===== src/design/assert_macros.svh =====
// Assertion macros used by the RTL top of the image-map hit-test unit.
// Every macro samples on clock and is switched off while reset is high.
`ifndef ASSERT_MACROS_SVH
`define ASSERT_MACROS_SVH

// The property must hold at every sampled edge.
`define ASSERT_AT_CLK(name, prop, msg) \
   name: assert property (@(posedge clock) disable iff (reset) prop) \
      else $error(msg);

// The condition must never be seen at a sampled edge.
`define ASSERT_NEVER(name, cond, msg) \
   name: assert property (@(posedge clock) disable iff (reset) !(cond)) \
      else $error(msg);

`endif


===== src/design/ihit_pkg.sv =====
// Package of the image-map hit-test unit: sizes, command, shape and status codes.
// Used by ihit_mul, imagemap_area_hit_test_unit and the testbench; depends on nothing.
package ihit_pkg;

   localparam int MAX_AREAS   = 32;
   localparam int MAX_COORDS  = 256;
   localparam int COORD_BITS  = 16;

   localparam int AREA_IDX_W  = $clog2(MAX_AREAS);
   localparam int AREA_CNT_W  = $clog2(MAX_AREAS + 1);
   localparam int COORD_IDX_W = $clog2(MAX_COORDS);
   localparam int COORD_CNT_W = $clog2(MAX_COORDS + 1);
   localparam int VERT_W      = COORD_CNT_W - 1;
   localparam int WIND_W      = VERT_W + 1;
   localparam int PNT_W       = COORD_BITS + 1;
   localparam int DIF_W       = COORD_BITS + 2;
   localparam int PROD_W      = 2 * DIF_W;

   localparam logic [2:0] MODE_CLEAR  = 3'd0;
   localparam logic [2:0] MODE_BEGIN  = 3'd1;
   localparam logic [2:0] MODE_APPEND = 3'd2;
   localparam logic [2:0] MODE_END    = 3'd3;
   localparam logic [2:0] MODE_QUERY  = 3'd4;

   localparam logic [2:0] SC_UNSPEC  = 3'd0;
   localparam logic [2:0] SC_DEFAULT = 3'd1;
   localparam logic [2:0] SC_RECT    = 3'd2;
   localparam logic [2:0] SC_CIRCLE  = 3'd3;
   localparam logic [2:0] SC_POLY    = 3'd4;

   localparam logic [1:0] SH_DEFAULT = 2'd0;
   localparam logic [1:0] SH_RECT    = 2'd1;
   localparam logic [1:0] SH_CIRCLE  = 2'd2;
   localparam logic [1:0] SH_POLY    = 2'd3;

   localparam logic [1:0] ST_OK     = 2'd0;
   localparam logic [1:0] ST_REJECT = 2'd1;
   localparam logic [1:0] ST_FULL   = 2'd2;
   localparam logic [1:0] ST_NOAREA = 2'd3;

   typedef logic signed [DIF_W-1:0]  dif_type;
   typedef logic signed [PROD_W-1:0] prod_type;

   typedef struct packed {
      logic    en;
      dif_type a;
      dif_type b;
   } mul_req_type;

endpackage


===== src/design/ihit_mul.sv =====
// Shared signed multiplier of the hit-test unit with a registered product.
// Depends on ihit_pkg.
module ihit_mul import ihit_pkg::*; (
   input  logic        clock,
   input  mul_req_type req,
   output prod_type    prod_ff
);

   always_ff @(posedge clock) begin
      if (req.en) begin
         prod_ff <= req.a * req.b;
      end
   end

endmodule


===== config.mk =====
export PLATFORM = sky130hd
export DESIGN_NAME = ihit_mul
export DESIGN_NICKNAME = d
export VERILOG_FILES = /design/src/design/assert_macros.svh /design/src/design/ihit_pkg.sv /design/src/design/ihit_mul.sv
export SDC_FILE = /design/constraint.sdc
export NUM_CORES = 1
export LEC_CHECK = 0
export ABC_AREA = 0
export BUFFER_PORTS_ARGS = -buffer_cell sky130_fd_sc_hd__clkbuf_2
export CAP_MARGIN = 20
export CORE_ASPECT_RATIO = 2
export CORE_UTILIZATION = 25
export CTS_BUF_LIST = sky130_fd_sc_hd__clkbuf_4
export DETAILED_ROUTE_END_ITERATION = 12
export GPL_TIMING_DRIVEN = 0
export HOLD_SLACK_MARGIN = 0.06
export PLACE_DENSITY = 0.5
export SLEW_MARGIN = 10
export SYNTH_ARGS = -nofsm -noshare
export SYNTH_HDL_FRONTEND = slang
export SYNTH_SLANG_ARGS = --single-unit

===== constraint.sdc =====
create_clock -name clock -period 9.7 [get_ports clock]
set_input_delay 1.94 -clock clock [delete_from_list [all_inputs] [get_ports clock]]
set_output_delay 1.94 -clock clock [all_outputs]
set_load 0.05 [all_outputs]

==> impl_metrics.json <==
{
  "outcome": "finished clean",
  "cp.required_ns": 9.96,
  "die_h_um": 327.9,
  "final_common_cell": "inv_1",
  "ioPinCount": 74,
  "antenna_found_initial": 5,
  "grt_use_met1_pct": 14.73,
  "dpl.hpwl_mm": 37.41,
  "whs_ns": 2.001,
  "final_cell_mix": "inv_1, fa_1, and2_1",
  "endpoint": "prod_ff[27]",
  "grt_pass1_vias": 11153,
  "initial_utilization_pct": 25.26,
  "fin_cells": 2120,
  "placed_cells": 2110,
  "worstPathArrival_ns": 9.53,
  "crit_type": "primary input to register",
  "die_w_um": 164.9,
  "cts.sinks": 36,
  "timing.slew.headroom_pct": 38.17,
  "synth_async_sr_flop_share_pct": 0,
  "grt_max_degree": 24,
  "rows": 119,
  "setup_violations": 0,
  "slowest_delay_ns": 0.73,
  "drc": 0,
  "startpoint": "req[12]",
  "ys_dominant_reg_cell": "edfxtp_1",
  "place_congestion": 0.8887,
  "grt_first_pass_wirelength_mm": 65.09,
  "grt_overflow": 0,
  "finalCriticalPeriod_ns": 9.277,
  "detail_route.iter0.violations": 310,
  "final_nets": 1912,
  "synth_edf_count": 36,
  "die_area_um2": 54080,
  "holdBufCountCts": 0,
  "tritoncts": "done",
  "synth_cell_types": 48,
  "synth_area_um2": 13270,
  "critical_path.endpoint_type": "register",
  "yosysSeqAreaShare_pct": 8.144,
  "crit_top_cell": "fa_1",
  "finalCritPeriodShare_pct": 95.64,
  "grtUsageTotal_pct": 16.82,
  "cp_max_fo": 10,
  "syn-num-nets": 1838,
  "gr-max-usage-layer": "met2",
  "numCtsBuffers": 5,
  "rsz0062_at_grt": "false",
  "vias_per_cell": 4.491,
  "synthToLayoutAreaGrowth_pct": 9.671,
  "dr_total_vias": 9521,
  "drt-total-wl_mm": 42.50,
  "hold_viol_final": 0,
  "syn_area_per_cell_um2": 9.633,
  "drive_above_1_share_pct": 6.194,
  "use_met2_pct": 34.23,
  "dr.pass1.iters": 5,
  "clock-root-buffer": "clkbuf_4",
  "ys.warnings.count": 0,
  "grt_use_met3_pct": 2.298,
  "clk_pin_slew_ns": 0.19,
  "htreeDepth": 2,
  "post-cts-setup-buffers": 0,
  "synthCells": 1378,
  "worst_pin_slew_ns": 0.9274,
  "slew_viol_final": 0,
  "largest_reg_flops": 36,
  "largestRegisters": "prod_ff: 36 flops",
  "fmax_mhz": 107.8,
  "crit_chain": "clkbuf_1 > clkbuf_1 > nand2_1 > fa_1 > inv_1 > fa_1 > fa_1 > fa_1 > fa_1 > inv_1 > fa_1 > inv_1 > ha_1 > clkbuf_1 > nand4_1 > a2111oi_0 > o21ai_0 > a21boi_0 > nor3_1 > o21bai_1 > a31oi_1 > xnor2_1",
  "fin_area_um2": 14560,
  "start_kind": "primary input",
  "postPlaceCellArea_um2": 14460,
  "ant_nets": 0,
  "core_um2": 52560,
  "ys_ff_latch": 36,
  "hold_path_class": "primary input to register",
  "crit_path_top_delay_cell": "a2111oi_0",
  "holdPathStages": 1,
  "cts.path.max_buffers": 2,
  "regMostFlops": "prod_ff",
  "maxCapViolCount": 0,
  "wire_per_inst_um": 20.05,
  "port-buffer-count": 66
}
==> cell families (layout without fill, tap and decap cells) <==
family / Yosys count / count (layout) / share of synthesized area (%)
simple gates: 387 / 387 / 14.98
xor+xnor: 34 / 34 / 2.243
mux: 2 / 2 / 0.1602
fa+ha+maj: 422 / 422 / 58.38
compound gates: 82 / 82 / 4.355
other cells: 0 / 2 / 0
buf+inv: 415 / 490 / 11.74
flops: 36 / 36 / 8.144
==> through the flow <==
stage	worst slack [ns]	setup TNS, ns	util (%)
floorplan	1.596	0	-
global placement	-0.5833	-1.380	27.47
detailed placement	-0.5582	-1.410	27.50
CTS	0.2025	0	27.67
global route	0.08997	0	27.69
finish	0.4233	0	27.70
==> repair_timing <==
| item | CTS | global route |
|---|---|---|
| setup endpoints to repair | 1 | 2 |
| pin swaps | 0 | 0 |
| cloned | 0 | 0 |
| gates resized for setup | 1 | 6 |
==> worst min-delay path by stage <==
stage	start	end	slack [ns]
CTS	req[0]	prod_ff[0]	1.99
global route	req[0]	prod_ff[0]	2.01
finish	req[36]	prod_ff[29]	2.00
global placement	prod_ff[0]	prod_ff[0]	2.50
detailed placement	prod_ff[0]	prod_ff[0]	2.51
floorplan	req[36]	prod_ff[0]	2.05
==> per-layer routing <==
| layer | wire [um] | vias up |
|---|---|---|
| met5 | 47 | - |
| met4 | 2929 | 8 |
| met3 | 1415 | 114 |
| met2 | 25440 | 254 |
| met1 | 12670 | 4988 |
| li1 | - | 4157 |
==> critical path: cells and delay by family <==
| family | cells | cell delay (ns) |
|---|---|---|
| xor+xnor | 1 | 0.15 |
| fa+ha+maj | 7 | 3.25 |
| simple gates | 3 | 0.48 |
| compound gates | 5 | 2.05 |
| buf+inv | 6 | 1.65 |
==> synth_stat cells, drive strengths merged, types with 2 or more instances <==
cell | count | area share [%]
ha | 93 | 8.8
o2111ai | 2 | 0.13
nor3 | 5 | 0.19
nand2b | 9 | 0.42
and2 | 163 | 7.7
inv | 371 | 10
nand4 | 2 | 0.094
o211ai | 5 | 0.28
and4 | 2 | 0.13
a31oi | 5 | 0.24
clkbuf | 44 | 1.2
a21boi | 3 | 0.17
a21o | 8 | 0.45
edfxtp | 36 | 8.1
a21oi | 22 | 0.89
xnor2 | 32 | 2.1
or2 | 2 | 0.094
o21bai | 5 | 0.28
nand2 | 157 | 4.4
a2111oi | 3 | 0.39
a211o | 3 | 0.20
a211oi | 2 | 0.11
o21ai | 16 | 0.63
fa | 329 | 50
nor2b | 17 | 0.80
a221oi | 2 | 0.18
nand3 | 6 | 0.23
xor2 | 2 | 0.13
nor2 | 18 | 0.51
==> final cells by class <==
type	count	area, um^2
Fill cell	5588	38000
Multi-Input combinational cell	927	10640
Inverter	371	1393
Sequential cell	36	1081
Tap cell	665	832.0
Timing Repair Buffer	67	350.3
Buffer	44	173.9
Clock inverter	3	42.54
Clock buffer	5	37.54
Antenna cell	2	5.005
Power is left out: the tool's default activity adds up to more than one toggle a clock period on the data nets, which glitch-free logic cannot reach.
